[src/rtl/core/ycpad_pkg.sv]
`timescale 1ns / 1ps
// ----------------------------------------------------------------------------
// ycpad_pkg: shared types and constants of the pad color converter
// Matrix coefficient table, scale and offset constants, the reciprocal used
// for the final divide by 255, and the stage enable and lane setup structs.
// ----------------------------------------------------------------------------
package ycpad_pkg;

    // Field and datapath widths
    localparam int ChanW      = 8;    // input color channel
    localparam int CompW      = 16;   // output component
    localparam int CoefW      = 18;   // signed Q2.16 coefficient
    localparam int DotW       = 26;   // signed dot product of one matrix row
    localparam int ScaleW     = 17;   // signed scale factor (always positive)
    localparam int OffW       = 42;   // unsigned rounding and bias offset
    localparam int NumW       = 44;   // signed numerator before the divide
    localparam int QuotW      = 24;   // numerator / 2^16, in-range part
    localparam int FracBits   = 16;   // Q2.16 fraction bits
    localparam int QuoFullW   = NumW - 1 - FracBits;
    localparam int RecipW     = 26;
    localparam int ProdW      = QuotW + RecipW;
    localparam int RecipShift = 33;

    // Divide by 255*2^16: shift by 16, then multiply by ceil(2^33/255)
    localparam longint DenQ    = 16711680;
    localparam longint HalfDen = 8355840;
    localparam logic [RecipW-1:0] Recip = 26'd33686019;

    // Scale factors
    localparam logic signed [ScaleW-1:0] ScaleFull8    = 17'sd255;
    localparam logic signed [ScaleW-1:0] ScaleFull16   = 17'sd65535;
    localparam logic signed [ScaleW-1:0] ScaleLuma8    = 17'sd219;
    localparam logic signed [ScaleW-1:0] ScaleLuma16   = 17'sd56064;
    localparam logic signed [ScaleW-1:0] ScaleChroma8  = 17'sd224;
    localparam logic signed [ScaleW-1:0] ScaleChroma16 = 17'sd57344;

    // Offsets: rounding half, plus luma foot or chroma midpoint
    localparam logic [OffW-1:0] OffHalf     = OffW'(HalfDen);
    localparam logic [OffW-1:0] OffLuma8    = OffW'(16 * DenQ + HalfDen);
    localparam logic [OffW-1:0] OffLuma16   = OffW'(4096 * DenQ + HalfDen);
    localparam logic [OffW-1:0] OffChroma8  = OffW'(128 * DenQ + HalfDen);
    localparam logic [OffW-1:0] OffChroma16 = OffW'(32768 * DenQ + HalfDen);

    // Saturation: quotient limit (max+1)*255 and the max value itself
    localparam logic [QuotW-1:0] Limit8  = 24'd65280;
    localparam logic [QuotW-1:0] Limit16 = 24'd16711680;
    localparam logic [CompW-1:0] Max8    = 16'd255;
    localparam logic [CompW-1:0] Max16   = 16'd65535;

    // Default matrix choice by frame size
    localparam logic [13:0] WideMin = 14'd1280;
    localparam logic [13:0] TallMin = 14'd720;

    // Requested matrix codes
    localparam logic [7:0] Code709  = 8'd1;
    localparam logic [7:0] CodeFcc  = 8'd4;
    localparam logic [7:0] Code601a = 8'd5;
    localparam logic [7:0] Code601b = 8'd6;
    localparam logic [7:0] Code240m = 8'd7;

    typedef enum logic [1:0] {
        Mat709  = 2'd0,
        MatFcc  = 2'd1,
        Mat601  = 2'd2,
        Mat240m = 2'd3
    } matrix_t;

    typedef enum logic [2:0] {
        LayoutLuma = 3'd0,
        LayoutYuv  = 3'd1,
        LayoutYvu  = 3'd2,
        LayoutBgr  = 3'd3,
        LayoutRgb  = 3'd4
    } layout_t;

    typedef enum logic [7:0] {
        RegMatrix = 8'd0,
        RegRange  = 8'd1,
        RegDepth  = 8'd2,
        RegLayout = 8'd3,
        RegWidth  = 8'd4,
        RegHeight = 8'd5
    } reg_index_t;

    // Coefficients [matrix][row][channel], rows Y, Cb, Cr; channels R, G, B
    localparam logic signed [CoefW-1:0] CoefTab [4][3][3] = '{
        '{ '{ 18'sd13933,  18'sd46871,  18'sd4732 },
           '{ -18'sd7509,  -18'sd25259, 18'sd32768 },
           '{ 18'sd32768,  -18'sd29763, -18'sd3005 } },
        '{ '{ 18'sd19661,  18'sd38666,  18'sd7209 },
           '{ -18'sd11045, -18'sd21723, 18'sd32768 },
           '{ 18'sd32768,  -18'sd27619, -18'sd5149 } },
        '{ '{ 18'sd19595,  18'sd38470,  18'sd7471 },
           '{ -18'sd11058, -18'sd21710, 18'sd32768 },
           '{ 18'sd32768,  -18'sd27439, -18'sd5329 } },
        '{ '{ 18'sd13894,  18'sd45941,  18'sd5702 },
           '{ -18'sd7609,  -18'sd25159, 18'sd32768 },
           '{ 18'sd32768,  -18'sd29150, -18'sd3618 } }
    };

    // Load enables of the four lane stages
    typedef struct packed {
        logic s1;
        logic s2;
        logic s3;
        logic s4;
    } stage_en_t;

    // Per-lane arithmetic setup, derived from the range and depth registers
    typedef struct packed {
        logic signed [ScaleW-1:0] scale;
        logic [OffW-1:0]          offset;
        logic [QuotW-1:0]         limit;
        logic [CompW-1:0]         maxval;
    } lane_cfg_t;

endpackage

[src/rtl/core/ycpad_lane.sv]
`timescale 1ns / 1ps
// ----------------------------------------------------------------------------
// ycpad_lane: one output component of the color matrix
// Four register stages: dot product, scale and offset, clamp and shift,
// reciprocal multiply. The rounded, clamped value leaves from stage four.
// ----------------------------------------------------------------------------
module ycpad_lane
    import ycpad_pkg::*;
(
    input  logic                    aclk,
    input  stage_en_t               en,
    input  lane_cfg_t               cfg,
    input  logic signed [CoefW-1:0] coef_r,
    input  logic signed [CoefW-1:0] coef_g,
    input  logic signed [CoefW-1:0] coef_b,
    input  logic [ChanW-1:0]        red,
    input  logic [ChanW-1:0]        green,
    input  logic [ChanW-1:0]        blue,
    output logic [CompW-1:0]        value
);

    logic signed [DotW-1:0]  red_x, green_x, blue_x;
    logic signed [DotW-1:0]  cr_x, cg_x, cb_x;
    logic signed [DotW-1:0]  dot_next, dot_reg;
    logic signed [NumW-1:0]  num_next, num_reg;
    logic [QuoFullW-1:0]     quo_full;
    logic                    neg_next, neg_reg;
    logic                    sat_next, sat_reg;
    logic [QuotW-1:0]        quo_next, quo_reg;
    logic [ProdW-1:0]        prod_next, prod_reg;
    logic                    zero_reg;
    logic                    full_reg;

    // Stage 1: dot product of the channels with one matrix row
    assign red_x    = DotW'($signed({1'b0, red}));
    assign green_x  = DotW'($signed({1'b0, green}));
    assign blue_x   = DotW'($signed({1'b0, blue}));
    assign cr_x     = DotW'(coef_r);
    assign cg_x     = DotW'(coef_g);
    assign cb_x     = DotW'(coef_b);
    assign dot_next = red_x * cr_x + green_x * cg_x + blue_x * cb_x;

    always_ff @(posedge aclk) begin
        if (en.s1) begin
            dot_reg <= dot_next;
        end
    end

    // Stage 2: scale to the output range and add bias plus rounding half
    assign num_next = NumW'(dot_reg) * NumW'(cfg.scale)
                    + $signed({{(NumW - OffW){1'b0}}, cfg.offset});

    always_ff @(posedge aclk) begin
        if (en.s2) begin
            num_reg <= num_next;
        end
    end

    // Stage 3: drop the fraction, flag negative and saturating numerators
    assign quo_full = num_reg[NumW-2:FracBits];
    assign neg_next = num_reg[NumW-1];
    assign sat_next = !neg_next
                    && (quo_full >= {{(QuoFullW - QuotW){1'b0}}, cfg.limit});
    assign quo_next = (neg_next || sat_next) ? '0 : quo_full[QuotW-1:0];

    always_ff @(posedge aclk) begin
        if (en.s3) begin
            neg_reg <= neg_next;
            sat_reg <= sat_next;
            quo_reg <= quo_next;
        end
    end

    // Stage 4: divide by 255 through the reciprocal
    assign prod_next = ProdW'(quo_reg) * ProdW'(Recip);

    always_ff @(posedge aclk) begin
        if (en.s4) begin
            prod_reg <= prod_next;
            zero_reg <= neg_reg;
            full_reg <= sat_reg;
        end
    end

    always_comb begin
        priority if (full_reg) begin
            value = cfg.maxval;
        end else if (zero_reg) begin
            value = '0;
        end else begin
            value = prod_reg[RecipShift+CompW-1:RecipShift];
        end
    end

endmodule

[config.mk]
export PLATFORM = sky130hd
export DESIGN_NAME = ycpad_lane
export DESIGN_NICKNAME = d
export VERILOG_FILES = /design/src/rtl/core/ycpad_pkg.sv /design/src/rtl/core/ycpad_lane.sv
export SDC_FILE = /design/constraint.sdc
export NUM_CORES = 2
export LEC_CHECK = 0
export BUFFER_PORTS_ARGS = -buffer_cell sky130_fd_sc_hd__buf_2
export CAP_MARGIN = 20
export CORE_AREA = 2 2 302 304
export CTS_CLUSTER_SIZE = 10
export DETAILED_ROUTE_END_ITERATION = 8
export DIE_AREA = 0 0 304 306
export PLACE_DENSITY = 0.62
export SYNTH_ARGS = -nofsm -noshare
export SYNTH_HDL_FRONTEND = slang
export SYNTH_SLANG_ARGS = --single-unit
export TNS_END_PERCENT = 50
[constraint.sdc]
create_clock -name aclk -period 11.8 [get_ports aclk]
set_input_delay 1.77 -clock aclk [delete_from_list [all_inputs] [get_ports aclk]]
set_output_delay 1.77 -clock aclk [all_outputs]
set_load 0.05 [all_outputs]
# Word level (Yosys, flattened, before mapping)
# Index checks and enable logic that the tools add are counted.
[word_totals]
regBits = 147
inputBits = 182
output_inout_bits = 16
[op_classes]
add_sub_neg = 3
mul = 5
order_cmp = 1
n_mux = 2
n_reduce_logical = 3
[op_table]
columns = ["operator", "count"]
rows = [
  ["multiplier 9 x 18 -> 26 bit", 3],
  ["adder 26 bit", 2],
  ["multiplier 24 x 26 -> 49 bit, second input constant", 1],
  ["adder 43 x 43 -> 44 bit", 1],
  ["multiplier 26 x 17 -> 43 bit", 1],
  ["2-to-1 mux 16 bit", 2],
  [">= comparator 27 x 24 -> 1 bit", 1],
  ["logical AND 1 bit", 1],
  ["logical NOT 1 bit", 1],
  ["logical OR 1 bit", 1],
]

# Longest topological paths before layout
[depth]
word_depth = 3
depth_mapped = 26
ltp_nobuf = 25

# Worst setup path after synthesis
# Ideal clock, no wire load.
[synth_path]
path_type = "input to register"
startpoint = "input port green[0]"
endpoint = "register dot_reg[25] (data pin)"
arrival_ps = 7770
setup_slack_ps = 3770
path_stages = 25
path_buffers = 2
path_cell_list = "clkbuf_1 > clkbuf_1 > nand2_1 > fa_1 > inv_1 > fa_1 > inv_1 > fa_1 > inv_1 > fa_1 > fa_1 > fa_1 > inv_1 > fa_1 > inv_1 > ha_1 > o21a_1 > o21a_1 > nand2_1 > o21ai_0 > o22ai_1 > o21a_1 > nor4_1 > o211a_1 > nor3_1"
[synth_via]
elab_chain_len = 3
[synth_lines]
columns = ["element", "line_no", "text"]
rows = [
  ["from (decl)", "ycpad_lane.sv:17", "input logic [ChanW-1:0] green,"],
  ["multiplier 9 x 18 -> 26 bit", "ycpad_lane.sv:41", "assign dot_next = red_x * cr_x + green_x * cg_x + blue_x * cb_x;"],
  ["adder 26 bit (2 in a row)", "ycpad_lane.sv:41", ""],
  ["via dot_next[25]", "ycpad_lane.sv:24", "logic signed [DotW-1:0] dot_next, dot_reg;"],
  ["to (signal assigned)", "ycpad_lane.sv:45", "dot_reg <= dot_next;"],
  ["to (decl)", "ycpad_lane.sv:24", ""],
]
# The timed path passes the listed nets, and every way through them passes these cells.
# A chain may end at the register's enable or synchronous reset.

# Worst setup path in the final report
[layout_path]
startpoint = "input port cfg[82] (netlist bit)"
endpoint = "register num_reg[41] (data pin)"
[layout_via]
elab_chain_len = 2
[layout_lines]
columns = ["element", "line_no", "text"]
rows = [
  ["from (decl)", "ycpad_lane.sv:12", "input lane_cfg_t cfg,"],
  ["multiplier 26 x 17 -> 43 bit", "ycpad_lane.sv:50", "assign num_next = NumW'(dot_reg) * NumW'(cfg.scale)"],
  ["adder 43 x 43 -> 44 bit", "ycpad_lane.sv:51", "+ $signed({{(NumW - OffW){1'b0}}, cfg.offset});"],
  ["via num_next[41]", "ycpad_lane.sv:25", "logic signed [NumW-1:0] num_next, num_reg;"],
  ["to (signal assigned)", "ycpad_lane.sv:55", "num_reg <= num_next;"],
  ["to (decl)", "ycpad_lane.sv:25", ""],
]
# The timed path passes the listed nets, and every way through them passes these cells.

==> summary.txt <==
Outcome
  • Run status: finished, final reports clean

Cells and area
  • Share of cells above drive strength 1: 0.0533
  • Max reg flops: 28
  • Area taken by multi-input logic gates: roughly 0.032 mm2
  • Layout overhead on the synthesized area: 5.97%
  • Final-layout fill cell count: between 8000 and 9000
  • Count of nets after finishing: about 5900
  • Seq. cell area: just under 0.003 mm2

Run
  • Max-cap violations: 0

Timing
  • Final Hold Viols: 0
  • Unrepaired setup endpoints after global routing: false
  • Final clock period utilization by the worst path: 0.725
  • Worst setup skew after layout: roughly 0.015 ns
  • TNS Setup: 0 ns
  • Count of pins over their slew limit: 0
  • Final critical-path required period: ~8.5 ns
  • Final setup violation count: 0
  • Maximum operating frequency: roughly 120 MHz
  • Worst slew margin relative to its limit: 0.375
  • Slew at the pin closest to its max-slew limit: approximately 0.93 ns

Logic synthesis
  • Average instance area after synthesis: between 9 and 10 um2
  • Count of flip-flops with a built-in enable after synthesis: between 90 and 100
  • Number of standard cells after synthesis: 4213
  • Main flop type after synthesis: sky130_fd_sc_hd__edfxtp_1
  • Number of synthesized register bits: 98
  • Share of flip-flops with an asynchronous set or reset after synthesis: 0
  • Number of different library cells in the post-synthesis netlist: 58
  • Cell Area, Synth: approximately 0.040 mm2
  • Syn_nets: approximately 5800
  • Yosys warnings: 0
  • Part of the Yosys area used for sequential elements: 0.0732

Clock tree
  • Num CTS Buffers: 9
  • Buffers inserted by post-CTS timing repair: 0
  • Reg clk slew, reported paths: around 0.08 ns
  • Clk root buf: sky130_fd_sc_hd__clkbuf_16
  • Clock tree from TritonCTS: built
  • Number of H-tree branching levels: 3
  • CTS sink count: between 90 and 100
  • Number of hold buffers added after cts: 0
  • Maximum root-to-sink buffer count: 2
  • CTS resizes: 0
  • Worst skew pair latency: slightly below 0.4 ns

Placement
  • Total half-perimeter wirelength after legalization and detailed placement: 84.0 mm
  • Final Wtd Congestion: approximately 0.86
  • Number of buffer cells added on primary ports: roughly 200

Global route
  • Via count of the first global-routing pass: about 30000
  • Total GRT Usage: 0.215
  • Antenna violations before repair: 17
  • Total congestion overflow after global routing: 0
  • Largest net degree at the start of global routing: 29
  • Global-route wire length before repair: 159 mm

Worst setup path
  • Critical path's most frequent cell: sky130_fd_sc_hd__fa_1
  • Dominant delay contributor by cell family on the critical path: adder cells
  • Startpoint of the most critical setup path: cfg[82]
  • Required time of the worst setup path: 11.93 ns
  • Critical path start-end classification: in -> reg
  • Ordered list of cells on the worst path: buf_2 -> nand2_1 -> inv_1 -> fa_1 -> fa_1 -> ha_1 -> inv_1 -> fa_1 -> inv_1 -> fa_1 -> fa_1 -> ha_1 -> and3_1 -> a32oi_1 -> nand3_2 -> o31a_1 -> a211oi_4 -> a21oi_1 -> o21ai_0 -> a211oi_1
  • WP buf/inv: 4
  • Arrival time at the worst endpoint: 8.68 ns
  • Endpoint class of the critical path: flip-flop
  • Slowest cell delay on critical path: 0.78 ns
  • Maximum net fanout on the critical path: 26
  • Crit path launch type: primary input
  • Worst reg2reg path startpoint: dot_reg[25]
  • Cell type of the slowest stage on the worst timing path: sky130_fd_sc_hd__inv_1

Floorplanning
  • Number of placement rows: 110
  • Initial standard-cell utilization of the core: 0.449
  • Count of boundary I/O pins: 198
  • Die height: between 300 and 400 um
  • Total core area: around 0.09 mm2
  • Die area: just over 0.09 mm2
  • Horiz. Die Dim: approximately 300 um

Detailed routing
  • Final WL: between 90 and 100 mm
  • Length of the first detailed-routing pass in iterations: 5
  • Total number of vias: 27125
  • Post-route ant nets: 0
  • Final routed DRC violation total: 0
  • Number of DRC markers in iteration 0: 1193
  • Ratio of routed vias to standard cells: 4.93
  • Wirelength per Cell: between 15 and 20 um

Worst hold path
  • HP Class: reg -> reg
  • Launch instance of the worst min-delay path: neg_reg
## layout by cell type, fill, tap and decap left out, types with 23 or more instances in the layout
master                     netlist  layout
sky130_fd_sc_hd__o21ai_0        40      40
sky130_fd_sc_hd__nor4b_1        23      23
sky130_fd_sc_hd__edfxtp_1       98      98
sky130_fd_sc_hd__a21oi_1        56      56
sky130_fd_sc_hd__ha_1          451     451
sky130_fd_sc_hd__buf_2           0     197
sky130_fd_sc_hd__fa_1          941     941
sky130_fd_sc_hd__inv_1        1213    1213
sky130_fd_sc_hd__xnor2_1        69      69
sky130_fd_sc_hd__and2_1        392     392
sky130_fd_sc_hd__a21o_1         49      49
sky130_fd_sc_hd__nand2_1       485     485
sky130_fd_sc_hd__nor2_1         59      59
## Yosys cell counts (2+ instances only)
cell type	n	area, um2
sky130_fd_sc_hd__and2_1	392	2450
sky130_fd_sc_hd__nand3_1	20	100
sky130_fd_sc_hd__a311oi_1	3	26.3
sky130_fd_sc_hd__inv_1	1213	4550
sky130_fd_sc_hd__clkbuf_1	113	424
sky130_fd_sc_hd__a22o_1	15	131
sky130_fd_sc_hd__o211ai_1	5	37.5
sky130_fd_sc_hd__a41oi_1	4	35.0
sky130_fd_sc_hd__nor4b_1	23	201
sky130_fd_sc_hd__xor2_1	21	184
sky130_fd_sc_hd__a221oi_1	2	17.5
sky130_fd_sc_hd__xnor2_1	69	604
sky130_fd_sc_hd__o211a_1	2	20.0
sky130_fd_sc_hd__o21bai_1	9	67.6
sky130_fd_sc_hd__a31oi_1	5	31.3
sky130_fd_sc_hd__o21a_1	14	105
sky130_fd_sc_hd__nor2_1	59	221
sky130_fd_sc_hd__and4_1	4	35.0
sky130_fd_sc_hd__edfxtp_1	98	2940
sky130_fd_sc_hd__a211o_1	2	17.5
sky130_fd_sc_hd__nand2b_1	11	68.8
sky130_fd_sc_hd__nor4_1	4	25.0
sky130_fd_sc_hd__nor2b_1	9	56.3
sky130_fd_sc_hd__o2111ai_1	3	26.3
sky130_fd_sc_hd__or3_1	9	56.3
sky130_fd_sc_hd__nand2_1	485	1820
sky130_fd_sc_hd__a21boi_0	5	37.5
sky130_fd_sc_hd__fa_1	941	18800
sky130_fd_sc_hd__buf_1	2	7.51
sky130_fd_sc_hd__o31ai_1	3	22.5
sky130_fd_sc_hd__a211oi_1	12	90.1
sky130_fd_sc_hd__nand4_1	18	113
sky130_fd_sc_hd__ha_1	451	5640
sky130_fd_sc_hd__a21oi_1	56	280
sky130_fd_sc_hd__nor3_1	12	60.1
sky130_fd_sc_hd__o21ai_0	40	200
sky130_fd_sc_hd__a21o_1	49	368
sky130_fd_sc_hd__and3_1	10	62.6
## cells by family after synthesis
group / count (synthesis) / synth area share
buffers and inverters: 1328 / 0.124
AO/OA/AOI/OAI: 243 / 0.0413
XOR/XNOR: 90 / 0.0196
flip-flops: 98 / 0.0732
AND/OR/NAND/NOR: 1062 / 0.133
adder cells (fa/ha/maj): 1392 / 0.609
## routing by layer
metal  vias to the layer above  share of wire  GRT usage  wire, um
met4                        22          0.019     0.0500      1830
li1                      12589              -          -         -
met2                       555           0.49      0.373     46500
met5                         -         0.0014          0       130
met3                       110          0.045     0.0303      4260
met1                     13849           0.44      0.286     42000
## final timing paths
| path | to | slack (ns) | depth (start not counted) |
|---|---|---|---|
| hold reg to reg | zero_reg | 0.50 | 0 |
| setup reg to reg | num_reg[41] | 4.41 | 19 |
| setup / recovery | num_reg[41] | 3.25 | 20 |
| hold / removal | zero_reg | 0.50 | 0 |
## cell type report
cell class | instances | share of cell area
Multi-Input combinational cell | 2787 | 0.758
Inverter | 1213 | 0.107
Sequential cell | 98 | 0.0691
Tap cell | 1176 | 0.0345
Timing Repair Buffer | 204 | 0.0244
Clock buffer | 9 | 0.00529
Clock inverter | 7 | 0.00194
Antenna cell | 4 | 0.000235
## metrics by stage
stage / worst slack [ns] / util / hold slack (ns) / instances / instance area (um2)
finish: 3.25 / 0.475 / 0.495 / 5498 / 42600
global route: 2.85 / 0.475 / 0.510 / 5498 / 42600
CTS: 3.20 / 0.475 / 0.499 / 5494 / 42600
detailed placement: 2.78 / 0.472 / 0.475 / 5478 / 42300
global placement: 2.85 / 0.472 / 0.470 / 5478 / 42300
floorplan: 3.77 / - / 0.400 / 4213 / 40200
Power is left out: the tool's default activity adds up to more than one toggle a clock period on the data nets, which glitch-free logic cannot reach.
